`src/rtl/core/rle_pkg.sv`:
```
// Shared types, register and mode codes, and the sine level function for the
// RGB LED effect generator. No dependencies.
`timescale 1ns / 1ps

package rle_pkg;

    localparam int PHASE_BITS_DEF     = 16;
    localparam int SINE_ADDR_BITS_DEF = 8;

    // mode codes
    localparam logic [2:0] MODE_OFF     = 3'd0;
    localparam logic [2:0] MODE_RED     = 3'd1;
    localparam logic [2:0] MODE_GREEN   = 3'd2;
    localparam logic [2:0] MODE_BLUE    = 3'd3;
    localparam logic [2:0] MODE_BREATHE = 3'd4;
    localparam logic [2:0] MODE_STROBE  = 3'd5;
    localparam logic [2:0] MODE_RAINBOW = 3'd6;

    // register indexes (byte address 4*index)
    localparam int          REG_ADDR_BITS   = 5;
    localparam logic [2:0]  REG_MODE        = 3'd0;
    localparam logic [2:0]  REG_BREATHE_PER = 3'd1;
    localparam logic [2:0]  REG_STROBE_PER  = 3'd2;
    localparam logic [2:0]  REG_RAINBOW_PER = 3'd3;
    localparam logic [2:0]  REG_BREATHE_STP = 3'd4;
    localparam logic [2:0]  REG_RAINBOW_STP = 3'd5;

    localparam longint unsigned Q30_ONE    = 64'd1 << 30;
    localparam longint unsigned TWO_PI_Q30 = 64'd6746518852;

    typedef struct packed {
        logic [2:0]  mode;
        logic [15:0] breathe_period;
        logic [15:0] strobe_period;
        logic [15:0] rainbow_period;
        logic [15:0] breathe_step;
        logic [15:0] rainbow_step;
    } t_cfg;

    typedef struct packed {
        logic       valid;
        logic       emit;
        logic [2:0] mode;
        logic       strobe_red;
    } t_s1_ctl;

    // Level for quarter-wave offset t; lower selects the lower (negative) half-turn.
    // Used only to build constant tables at elaboration.
    function automatic logic [7:0] sine_level(input longint unsigned t, input bit lower,
                                              input int addr_bits);
        longint unsigned x;
        longint unsigned x2;
        longint unsigned f;
        longint unsigned s;
        longint unsigned v;
        longint unsigned l;
        x  = (t * TWO_PI_Q30) >> addr_bits;
        x2 = (x * x) >> 30;
        f  = Q30_ONE - x2 / 72;
        f  = Q30_ONE - ((x2 * f) >> 30) / 42;
        f  = Q30_ONE - ((x2 * f) >> 30) / 20;
        f  = Q30_ONE - ((x2 * f) >> 30) / 6;
        s  = (x * f) >> 30;
        if (s > Q30_ONE) s = Q30_ONE;
        v = lower ? (Q30_ONE - s) : (Q30_ONE + s);
        l = (v * 64'd255) >> 31;
        if (l > 64'd255) l = 64'd255;
        return l[7:0];
    endfunction

endpackage

```
`src/rtl/core/rgb_led_effect_generator.sv`:
```
// Top level of the RGB LED effect generator: register file, input stage, output stage.
// Depends on rle_pkg, rle_timer_ctrl and rle_color_out.
`timescale 1ns / 1ps

// Each input word carries a millisecond time stamp. The block accepts one word every
// clock cycle while the color stream is ready. The input stage register and the output
// register are the only stages; the output register holds a finished color until it
// is taken, stalling the input stage meanwhile. Off and solid modes answer every word.
// Breathing, strobe and rainbow answer only when the wrapping time since their last
// update is above the mode's period, and otherwise drop the word. Levels come from
// constant quarter-wave sine tables, three lookups in parallel for rainbow.
// Write the registers only while no words are in flight.
module rgb_led_effect_generator #(
    parameter int PHASE_BITS     = rle_pkg::PHASE_BITS_DEF,
    parameter int SINE_ADDR_BITS = rle_pkg::SINE_ADDR_BITS_DEF
) (
    input  logic                              i_clk,
    input  logic                              i_rst_n,
    // configuration port
    input  logic                              psel,
    input  logic                              penable,
    input  logic                              pwrite,
    input  logic [rle_pkg::REG_ADDR_BITS-1:0] paddr,
    input  logic [31:0]                       pwdata,
    output logic [31:0]                       prdata,
    output logic                              pready,
    // time stamp stream
    input  logic                              s_axis_tvalid,
    output logic                              s_axis_tready,
    input  logic [31:0]                       s_axis_tdata,  // [31:0] now_ms
    // color stream
    output logic                              m_axis_tvalid,
    input  logic                              m_axis_tready,
    output logic [23:0]                       m_axis_tdata   // [7:0] red, [15:8] green,
                                                             // [23:16] blue
);
    import rle_pkg::*;

    t_cfg                  r_cfg;
    t_s1_ctl               w_ctl;
    logic [PHASE_BITS-1:0] w_phase;
    logic                  w_take;
    logic [2:0]            w_reg_idx;
    logic                  w_wr;
    logic [7:0]            w_red;
    logic [7:0]            w_green;
    logic [7:0]            w_blue;

    assign pready    = 1'b1;
    assign w_reg_idx = paddr[REG_ADDR_BITS-1:2];
    assign w_wr      = psel && penable && pwrite && pready;

    always_ff @(posedge i_clk) begin
        if (!i_rst_n) begin
            r_cfg.mode           <= MODE_OFF;
            r_cfg.breathe_period <= 16'd20;
            r_cfg.strobe_period  <= 16'd150;
            r_cfg.rainbow_period <= 16'd30;
            r_cfg.breathe_step   <= 16'd522;
            r_cfg.rainbow_step   <= 16'd313;
        end else if (w_wr) begin
            case (w_reg_idx)
                REG_MODE:        r_cfg.mode           <= pwdata[2:0];
                REG_BREATHE_PER: r_cfg.breathe_period <= pwdata[15:0];
                REG_STROBE_PER:  r_cfg.strobe_period  <= pwdata[15:0];
                REG_RAINBOW_PER: r_cfg.rainbow_period <= pwdata[15:0];
                REG_BREATHE_STP: r_cfg.breathe_step   <= pwdata[15:0];
                REG_RAINBOW_STP: r_cfg.rainbow_step   <= pwdata[15:0];
                default: begin
                    r_cfg <= r_cfg;
                end
            endcase
        end
    end

    always_comb begin
        case (w_reg_idx)
            REG_MODE:        prdata = {29'd0, r_cfg.mode};
            REG_BREATHE_PER: prdata = {16'd0, r_cfg.breathe_period};
            REG_STROBE_PER:  prdata = {16'd0, r_cfg.strobe_period};
            REG_RAINBOW_PER: prdata = {16'd0, r_cfg.rainbow_period};
            REG_BREATHE_STP: prdata = {16'd0, r_cfg.breathe_step};
            REG_RAINBOW_STP: prdata = {16'd0, r_cfg.rainbow_step};
            default:         prdata = '0;
        endcase
    end

    rle_timer_ctrl #(.PHASE_BITS(PHASE_BITS)) u_timer (
        .i_clk      (i_clk),
        .i_rst_n    (i_rst_n),
        .i_cfg      (r_cfg),
        .i_in_valid (s_axis_tvalid),
        .o_in_ready (s_axis_tready),
        .i_now_ms   (s_axis_tdata),
        .i_take     (w_take),
        .o_ctl      (w_ctl),
        .o_phase    (w_phase)
    );

    rle_color_out #(.PHASE_BITS(PHASE_BITS), .SINE_ADDR_BITS(SINE_ADDR_BITS)) u_color (
        .i_clk       (i_clk),
        .i_rst_n     (i_rst_n),
        .i_ctl       (w_ctl),
        .i_phase     (w_phase),
        .o_take      (w_take),
        .i_out_ready (m_axis_tready),
        .o_out_valid (m_axis_tvalid),
        .o_red       (w_red),
        .o_green     (w_green),
        .o_blue      (w_blue)
    );

    assign m_axis_tdata = {w_blue, w_green, w_red};

endmodule

```
`src/rtl/core/rle_sine_rom.sv`:
```
// Quarter-wave sine level lookup: phase in, 8-bit drive level out.
// Depends on rle_pkg for the table-building function.
`timescale 1ns / 1ps

module rle_sine_rom #(
    parameter int PHASE_BITS     = rle_pkg::PHASE_BITS_DEF,
    parameter int SINE_ADDR_BITS = rle_pkg::SINE_ADDR_BITS_DEF
) (
    input  logic [PHASE_BITS-1:0] i_phase,
    output logic [7:0]            o_level
);
    import rle_pkg::*;

    localparam int S       = SINE_ADDR_BITS;
    localparam int QUARTER = 1 << (S - 2);
    localparam int DEPTH   = QUARTER + 1;

    logic [S-1:0] w_addr;
    logic [1:0]   w_quad;
    logic [S-3:0] w_ofs;
    logic [S-2:0] w_t;
    logic [7:0]   w_up [DEPTH];
    logic [7:0]   w_dn [DEPTH];

    // top address bits of the phase, padded below when the phase is narrow
    if (PHASE_BITS >= S) begin : g_addr_sel
        assign w_addr = i_phase[PHASE_BITS-1 -: S];
    end else begin : g_addr_pad
        assign w_addr = {i_phase, {(S - PHASE_BITS){1'b0}}};
    end

    for (genvar gi = 0; gi < DEPTH; gi++) begin : g_lut
        localparam logic [7:0] UP_LEVEL = sine_level(longint'(gi), 1'b0, S);
        localparam logic [7:0] DN_LEVEL = sine_level(longint'(gi), 1'b1, S);
        assign w_up[gi] = UP_LEVEL;
        assign w_dn[gi] = DN_LEVEL;
    end

    assign w_quad = w_addr[S-1:S-2];
    assign w_ofs  = w_addr[S-3:0];
    // mirror the offset in the second and fourth quadrants
    assign w_t    = w_quad[0] ? ((S-1)'(QUARTER) - {1'b0, w_ofs}) : {1'b0, w_ofs};
    assign o_level = w_quad[1] ? w_dn[w_t] : w_up[w_t];

endmodule

```
`src/rtl/core/rle_timer_ctrl.sv`:
```
// Input stage: elapsed-time check, phase and strobe state, input word register.
// Depends on rle_pkg for the configuration and control structs.
`timescale 1ns / 1ps

module rle_timer_ctrl #(
    parameter int PHASE_BITS = rle_pkg::PHASE_BITS_DEF
) (
    input  logic                  i_clk,
    input  logic                  i_rst_n,
    input  rle_pkg::t_cfg         i_cfg,
    input  logic                  i_in_valid,
    output logic                  o_in_ready,
    input  logic [31:0]           i_now_ms,
    input  logic                  i_take,
    output rle_pkg::t_s1_ctl      o_ctl,
    output logic [PHASE_BITS-1:0] o_phase
);
    import rle_pkg::*;

    logic [31:0]           r_last;
    logic [PHASE_BITS-1:0] r_phase;
    logic                  r_strobe;
    t_s1_ctl               r_ctl;

    logic [31:0]           w_elapsed;
    logic [15:0]           w_period;
    logic                  w_timed;
    logic                  w_fire;
    logic                  w_static;
    logic                  w_accept;
    logic [PHASE_BITS-1:0] n_phase;
    logic                  n_strobe;

    assign w_elapsed = i_now_ms - r_last;

    always_comb begin
        w_period = '0;
        w_timed  = 1'b0;
        w_static = 1'b0;
        case (i_cfg.mode)
            MODE_OFF, MODE_RED, MODE_GREEN, MODE_BLUE: begin
                w_static = 1'b1;
            end
            MODE_BREATHE: begin
                w_period = i_cfg.breathe_period;
                w_timed  = 1'b1;
            end
            MODE_STROBE: begin
                w_period = i_cfg.strobe_period;
                w_timed  = 1'b1;
            end
            MODE_RAINBOW: begin
                w_period = i_cfg.rainbow_period;
                w_timed  = 1'b1;
            end
            default: begin
                w_period = '0;
            end
        endcase
    end

    assign w_fire     = w_timed && (w_elapsed > {16'd0, w_period});
    assign o_in_ready = !r_ctl.valid || i_take;
    assign w_accept   = i_in_valid && o_in_ready;

    always_comb begin
        n_phase  = r_phase;
        n_strobe = r_strobe;
        if (i_cfg.mode == MODE_BREATHE) begin
            n_phase = r_phase + PHASE_BITS'(i_cfg.breathe_step);
        end else if (i_cfg.mode == MODE_RAINBOW) begin
            n_phase = r_phase + PHASE_BITS'(i_cfg.rainbow_step);
        end else if (i_cfg.mode == MODE_STROBE) begin
            n_strobe = !r_strobe;
        end
    end

    always_ff @(posedge i_clk) begin
        if (!i_rst_n) begin
            r_last   <= '0;
            r_phase  <= '0;
            r_strobe <= 1'b0;
            r_ctl    <= '0;
        end else begin
            if (w_accept && w_fire) begin
                r_last   <= i_now_ms;
                r_phase  <= n_phase;
                r_strobe <= n_strobe;
            end
            if (w_accept) begin
                r_ctl.valid      <= 1'b1;
                r_ctl.emit       <= w_static || w_fire;
                r_ctl.mode       <= i_cfg.mode;
                r_ctl.strobe_red <= n_strobe;
            end else if (i_take) begin
                r_ctl.valid <= 1'b0;
            end
        end
    end

    // phase state only moves on an accept, which the output stage sees at the same edge
    assign o_ctl   = r_ctl;
    assign o_phase = r_phase;

endmodule

```
`src/rtl/core/rle_color_out.sv`:
```
// Output stage: sine lookups for the three channels and the result word register.
// Depends on rle_pkg and rle_sine_rom.
`timescale 1ns / 1ps

module rle_color_out #(
    parameter int PHASE_BITS     = rle_pkg::PHASE_BITS_DEF,
    parameter int SINE_ADDR_BITS = rle_pkg::SINE_ADDR_BITS_DEF
) (
    input  logic                  i_clk,
    input  logic                  i_rst_n,
    input  rle_pkg::t_s1_ctl      i_ctl,
    input  logic [PHASE_BITS-1:0] i_phase,
    output logic                  o_take,
    input  logic                  i_out_ready,
    output logic                  o_out_valid,
    output logic [7:0]            o_red,
    output logic [7:0]            o_green,
    output logic [7:0]            o_blue
);
    import rle_pkg::*;

    localparam longint unsigned TURN = longint'(1) << PHASE_BITS;
    localparam logic [PHASE_BITS-1:0] THIRD      = PHASE_BITS'((TURN + 1) / 3);
    localparam logic [PHASE_BITS-1:0] TWO_THIRDS = PHASE_BITS'((2 * TURN + 1) / 3);

    logic                  r_valid;
    logic [7:0]            r_red;
    logic [7:0]            r_green;
    logic [7:0]            r_blue;
    logic [PHASE_BITS-1:0] w_ph1;
    logic [PHASE_BITS-1:0] w_ph2;
    logic [7:0]            w_lvl0;
    logic [7:0]            w_lvl1;
    logic [7:0]            w_lvl2;
    logic [7:0]            n_red;
    logic [7:0]            n_green;
    logic [7:0]            n_blue;

    assign w_ph1 = i_phase + THIRD;
    assign w_ph2 = i_phase + TWO_THIRDS;

    rle_sine_rom #(.PHASE_BITS(PHASE_BITS), .SINE_ADDR_BITS(SINE_ADDR_BITS)) u_rom0 (
        .i_phase (i_phase),
        .o_level (w_lvl0)
    );
    rle_sine_rom #(.PHASE_BITS(PHASE_BITS), .SINE_ADDR_BITS(SINE_ADDR_BITS)) u_rom1 (
        .i_phase (w_ph1),
        .o_level (w_lvl1)
    );
    rle_sine_rom #(.PHASE_BITS(PHASE_BITS), .SINE_ADDR_BITS(SINE_ADDR_BITS)) u_rom2 (
        .i_phase (w_ph2),
        .o_level (w_lvl2)
    );

    always_comb begin
        n_red   = '0;
        n_green = '0;
        n_blue  = '0;
        case (i_ctl.mode)
            MODE_RED:     n_red   = 8'hFF;
            MODE_GREEN:   n_green = 8'hFF;
            MODE_BLUE:    n_blue  = 8'hFF;
            MODE_BREATHE: n_green = w_lvl0;
            MODE_STROBE: begin
                if (i_ctl.strobe_red) begin
                    n_red = 8'hFF;
                end else begin
                    n_blue = 8'hFF;
                end
            end
            MODE_RAINBOW: begin
                n_red   = w_lvl0;
                n_green = w_lvl1;
                n_blue  = w_lvl2;
            end
            default: begin
                n_red = '0;
            end
        endcase
    end

    assign o_take = !r_valid || i_out_ready;

    always_ff @(posedge i_clk) begin
        if (!i_rst_n) begin
            r_valid <= 1'b0;
        end else if (o_take) begin
            // drop words that carry no result
            r_valid <= i_ctl.valid && i_ctl.emit;
        end
    end

    always_ff @(posedge i_clk) begin
        if (o_take && i_ctl.valid) begin
            r_red   <= n_red;
            r_green <= n_green;
            r_blue  <= n_blue;
        end
    end

    assign o_out_valid = r_valid;
    assign o_red       = r_red;
    assign o_green     = r_green;
    assign o_blue      = r_blue;

endmodule
```
`config.mk`:
```
export PLATFORM = sky130hd
export DESIGN_NAME = rgb_led_effect_generator
export DESIGN_NICKNAME = d
export VERILOG_FILES = /design/src/rtl/core/rle_pkg.sv /design/src/rtl/core/rgb_led_effect_generator.sv /design/src/rtl/core/rle_sine_rom.sv /design/src/rtl/core/rle_timer_ctrl.sv /design/src/rtl/core/rle_color_out.sv
export SDC_FILE = /design/constraint.sdc
export NUM_CORES = 1
export LEC_CHECK = 0
export BUFFER_PORTS_ARGS = -buffer_cell sky130_fd_sc_hd__buf_2
export CORE_AREA = 3 3 186 188
export DETAILED_ROUTE_END_ITERATION = 16
export DIE_AREA = 0 0 189 191
export PLACE_DENSITY = 0.67
export SLEW_MARGIN = 20
export SYNTH_ARGS = -nofsm -noshare
export SYNTH_HDL_FRONTEND = slang
export SYNTH_SLANG_ARGS = --single-unit
export TNS_END_PERCENT = 20
```
`constraint.sdc`:
```
create_clock -name i_clk -period 6.1 [get_ports i_clk]
set_input_delay 0.61 -clock i_clk [delete_from_list [all_inputs] [get_ports i_clk]]
set_output_delay 0.61 -clock i_clk [all_outputs]
set_load 0.1 [all_outputs]
```
Word level (Yosys, flattened, before mapping)
Memories as Yosys holds them, arrays and structs flattened.
Index checks and enable logic that the tools add are counted.
{ "classes": {"addsub": 8, "mul": 0, "div_mod_pow": 0, "order_cmp": 4, "n_eq_ne": 17, "n_shift": 0, "muxes": 34, "bitwise": 3, "reduce_logical": 26} }
{ "ops": {"columns": ["cell", "count"], "rows": [
  ["2-to-1 mux 8 bit", 17],
  ["case mux 16 bit (6 select lines)", 1],
  ["case mux 8 bit (3 select lines)", 3],
  ["case mux 16 bit (3 select lines)", 1],
  ["adder 16 bit", 2],
  ["greater-than comparator 32 x 16 -> 1 bit", 1],
  ["2-to-1 mux 16 bit", 2],
  ["subtractor 32 bit", 1],
  ["== test 3 bit, second input constant", 8],
  [">= comparator 8 bit, second input constant", 3],
  ["inverter 7 -> 8 bit", 3],
  ["2-to-1 mux 7 bit", 3],
  ["subtractor 7 x 6 -> 7 bit, first input constant", 3],
  ["== test 3 x 2 -> 1 bit, second input constant", 6],
  ["adder 16 x 15 -> 16 bit, second input constant", 1],
  ["adder 16 bit, second input constant", 1],
  ["AND reduction 2 bit", 7],
  ["== test 3 x 1 -> 1 bit, second input constant", 3],
  ["logical AND 1 bit", 7],
  ["2-to-1 mux 1 bit", 7],
  ["zero test 3 bit", 2],
  ["nonzero test 2 bit", 2],
  ["OR reduction 4 bit", 1],
  ["zero test 1 bit", 3],
  ["other kinds (2)", 4]
]} }
{ "word_totals": {"register_bits": 163, "latchBits": 0, "mem_bits_rw": 0, "romBits": 6144, "output_inout_bits": 59, "elab_cells": 115, "mem_count": 6} }
{ "memory_table": {"columns": ["name", "words", "word_bits", "read_ports", "rd_clocked_by_memory_dff", "write_ports", "line_no", "text"], "rows": [
  ["(name not given)", 128, 8, 1, 0, 0, "rle_sine_rom.sv:43", "assign o_level = w_quad[1] ? w_dn[w_t] : w_up[w_t];"],
  ["(name not given)", 128, 8, 1, 0, 0, "rle_sine_rom.sv:43", null],
  ["(name not given)", 128, 8, 1, 0, 0, "rle_sine_rom.sv:43", null],
  ["(name not given)", 128, 8, 1, 0, 0, "rle_sine_rom.sv:43", null],
  ["(name not given)", 128, 8, 1, 0, 0, "rle_sine_rom.sv:43", null],
  ["(name not given)", 128, 8, 1, 0, 0, "rle_sine_rom.sv:43", null]
]} }

Logic depth before layout (Yosys ltp)
{ "logic_depth": {"word_depth": 9, "depth_mapped": 28, "depth_no_buf": 26} }

By module
A second synthesis with hierarchy kept.
{ "unflattened": {"cells_unflattened": 2129, "area_unflattened_um2": 16170.5} }
{ "by_module_without_submodules": {"columns": ["module", "instances", "cells_each", "area_each_um2", "seq_area_each_um2"], "rows": [
  ["rle_timer_ctrl", 1, 763, 5672.9, 1101.1],
  ["rle_sine_rom", 3, 253, 1586.5, 0.0],
  ["rgb_led_effect_generator", 1, 428, 4007.6, 1661.6],
  ["rle_color_out", 1, 179, 1730.4, 740.7]
]} }

Least setup slack after synthesis
Ideal clock, no wire load.
{ "synth_path": {"path_type": "input to register", "startpoint": "in s_axis_tdata[0]", "endpoint": "reg u_timer.r_phase[0], in the netlist u_timer.o_phase[0]", "setup_time_ns": 0.115, "arrival_time_ns": 4.775, "slack_ns": 1.210, "stages": 25, "n_path_buf": 1, "cell_sequence": "inv_1 ha_1 inv_1 fa_1 a211oi_1 o21bai_1 a21oi_1 nor2b_1 nor2_1 nor2_1 nor2_1 o21a_1 o21bai_1 a21oi_1 xnor2_1 ha_1 nand4_1 nor3_1 a31oi_1 nor3_1 nand4b_1 or4_4 o41a_1 buf_6 a31o_1"} }
{ "synth_between": {"elab_chain_cells": 5} }
{ "synth_rtl": {"columns": ["element", "line_no", "text"], "rows": [
  ["start, declared", "rgb_led_effect_generator.sv:30", "input logic [31:0] s_axis_tdata,"],
  ["subtractor 32 bit", "rle_timer_ctrl.sv:34", "assign w_elapsed = i_now_ms - r_last;"],
  ["greater-than comparator 32 x 16 -> 1 bit", "rle_timer_ctrl.sv:62", "assign w_fire = w_timed && (w_elapsed > {16'd0, w_period});"],
  ["logical AND 1 bit", "rle_timer_ctrl.sv:62", null],
  ["logical AND 1 bit", "rle_timer_ctrl.sv:85", "if (w_accept && w_fire) begin"],
  ["AND reduction 2 bit (no line)", null, null],
  ["end signal, assigned", "rle_timer_ctrl.sv:87", "r_phase <= n_phase;"],
  ["end, declared", "rle_timer_ctrl.sv:21", "logic [PHASE_BITS-1:0] r_phase;"]
]} }
Every way passes these cells.
A chain may end at the register's enable or synchronous reset.

Worst setup path after layout
{ "layout_path": {"startpoint": "reg u_timer.r_last[0]", "endpoint": "reg u_timer.r_last[20]"} }
{ "layout_between": {"elab_chain_cells": 4} }
{ "layout_rtl": {"columns": ["element", "line_no", "text"], "rows": [
  ["start, declared", "rle_timer_ctrl.sv:20", "logic [31:0] r_last;"],
  ["start signal, assigned", "rle_timer_ctrl.sv:86", "r_last <= i_now_ms;"],
  ["subtractor 32 bit", "rle_timer_ctrl.sv:34", null],
  ["greater-than comparator 32 x 16 -> 1 bit", "rle_timer_ctrl.sv:62", null],
  ["logical AND 1 bit", "rle_timer_ctrl.sv:62", null],
  ["logical AND 1 bit", "rle_timer_ctrl.sv:85", null]
]} }
Every way passes these cells.

==> results.txt <==
outcome: finished clean
CTS tree: yes
DR vias: 14700
H-tree depth: 4
dpl hpwl: 29680 um
Clock Tree Root: clkbuf_16
CP Class: reg2reg
Register Area: 0.003503 mm2
CORE AREA: 0.03328 mm2
Max transition margin: 29.81%
skew final: 13.67 ps
mean post-synth cell area: 7.478 um2
Crit. End Element: flop
initial core utilization: 44.60%
Slew @ Worst Pin: 1045 ps
worst path arrival time: 5710 ps
setup violators final: 0
Post-DRT Antenna Nets: 0
maximum capacitance violations: 0
total setup buffers inserted after CTS: 0
Die Area: 0.03610 mm2
Main synth FF type: dfxtp_1
P_leak: 6.338 nW
gr ovfl total: 0
number of fill cells in the layout: 3311
clock slew at reported path FFs: 70 ps
Layout Nets: 2177
hold_buf cts: 0
first-pass GRT wire length: 68600 um
Area Overhead vs Synth: 8.708%
Ports: 135
HP Class: in2reg
top-count cell post-synth: nand2_1
Cell Area, Synth: 0.01484 mm2
largest net degree at the start of global routing: 96
asr flop ratio synth: 0%
Max Slew Vio Count: 0
Hold Path Depth: 3
Max IR drop VDD: 0.2154 mV
YS warnings: 0
Total GRT Usage: 22.68%
area occupied by multi-input gates: 0.01042 mm2
worst-skew pair later-pin latency: 440 ps
DRT Pass-1 Iters: 6
Yosys top cell by area: dfxtp_1
Worst path depth: 25
I/O Buffers: 99
initial antenna violation count: 2
Worst R2R Path Depth: 25
Tmin final: 5344 ps
share of cells above drive strength 1: 12.19%
most used cell along the critical path: nor2_1
PnR Total Power: 2.589 mW
Die Span X: 189 um
Worst EP required: 6460 ps
die height: 191 um
synth top area cells: dfxtp_1, nand2_1, ha_1
Synth top cells by count: nand2_1, dfxtp_1, nor2_1
Post-synth EDFFs: 24
RSZ-0062 raised after global routing: no
CTS Buf Count: 17
CP Launch Type: flop
top-area cell type share of the netlist area: 18.75%
Final Hold Vio Count: 0
CP max stage cell: or4_4
Util after Layout: 48.48%
post-placement cell area: 0.01556 mm2
PD cells: 160.4 mW/mm2
crit path max fanout: 25
Max Fclk: 187.1 MHz
Bufs and invs on worst path: 2
CP peak stage delay: 520 ps
routed len/inst: 17.01 um
Cell Rows: 67
Netlist cell types: 95
setup TNS: 0 ps
period utilisation layout: 87.60%
routed wire length: 41980 um
Yosys reg bits: 163
number of DRC markers in iteration 0: 1283
CP delay by family, top: simple AND/OR/NAND/NOR gates
RD Place Congestion: 0.9294
Clock Sinks: 163
Via-to-Cell Ratio: 5.957
register area share after synthesis: 23.60%
Cells after Synth: 1985
vias in the first global route: 13620
Resized Gates After CTS: 0
final instance area: 0.01614 mm2
Residual DRC: 0
clock buffer depth: 2
==> placed cells by master, fill, tap and decap left out, types with 13 or more instances in the layout <==
cell       netlist  final
buf_2           16     98
inv_1           65     65
mux2_2          32     32
o21ai_0        113    113
a31oi_1         22     22
a2111oi_0       13     13
dfxtp_1        139    139
nor3_1          48     48
conb_1           2     17
o31ai_1         17     17
a21boi_0        67     67
clkbuf_16        0     17
mux2i_1         83     83
a211oi_1        26     26
nor2_1         132    131
a21o_1          24     24
o211ai_1        19     19
nand3_1         64     64
edfxtp_1        24     24
ha_1            93     93
o21bai_1        16     16
o22ai_1         21     21
xnor2_1         50     47
nand2_1        378    378
nor2b_1         17     15
a22oi_1         18     18
xor2_1          20     19
buf_4           19     40
a21oi_1        102    102
nand2b_1        18     18
==> final timing paths <==
path / startpoint / end / slack [ps]
worst max-delay path: u_timer.r_last[0] / u_timer.r_last[20] / 760
worst min-delay path: s_axis_tvalid / u_timer.o_ctl[5] / 410
worst max register to register: u_timer.r_last[0] / u_timer.r_last[20] / 760
worst min register to register: u_timer.r_last[11] / u_timer.r_last[11] / 460
==> layer usage <==
layer | track usage [%] | vias up | share of wire, % | wire length (um)
met3 | 4.034 | 55 | 7.5 | 3168
li1 | - | 7156 | - | -
met4 | 6.130 | 2 | 1.7 | 723
met1 | 32.02 | 6893 | 47 | 19560
met5 | 0 | - | 0.031 | 13
met2 | 35.63 | 590 | 44 | 18510
==> tightest hold or removal path, stage by stage <==
cell and delay (ps):
buf_2 90, a21oi_1 30, nor2b_1 90
==> sequential cells by signal (all words and copies together) (netlist names) <==
name                 cells
r_cfg                   83
u_color.o_blue           8
u_color.o_green          8
u_color.o_out_valid      1
u_color.o_red            8
u_timer.o_ctl            6
u_timer.o_phase         16
u_timer.r_last          32
u_timer.r_strobe         1
==> per-stage QoR <==
stage	hold WS, ps	setup slack, ps	std cells
floorplan	438.0	1210	2000
global placement	443.5	523.2	2435
detailed placement	454.6	378.2	2435
CTS	397.1	776.0	2466
global route	410.1	281.6	2467
finish	414.0	756.3	2467
==> logic make-up after synthesis <==
logic type                 share of synthesized area, %
and+or+nand+nor                                   21.55
adders and majority gates                         8.177
muxes                                             8.328
AOI/OAI and AO/OA                                 27.03
xor gates and xnor gates                          4.350
other                                           0.05060
DFF                                               23.60
buffers and inverters                             6.912
==> final cells by class <==
cell class                 count  share of cell area, %
multi-input combinational   1613                  64.57
sequential                   163                  21.71
timing repair buffer         139                  5.025
tap                          448                  3.474
clock buffer                  20                  2.768
inverter                      72                  1.675
clock inverter                11                 0.7599
antenna                        1                0.01551
==> where the power goes <==
part / internal, mW / switching [mW] / leakage (nW)
Combinational: 0.120 / 0.293 / 4.72
Sequential: 1.10 / 0.00752 / 1.35
Clock: 0.581 / 0.487 / 0.272
Total: 1.80 / 0.788 / 6.34
Power figures use the tool's default switching activity.
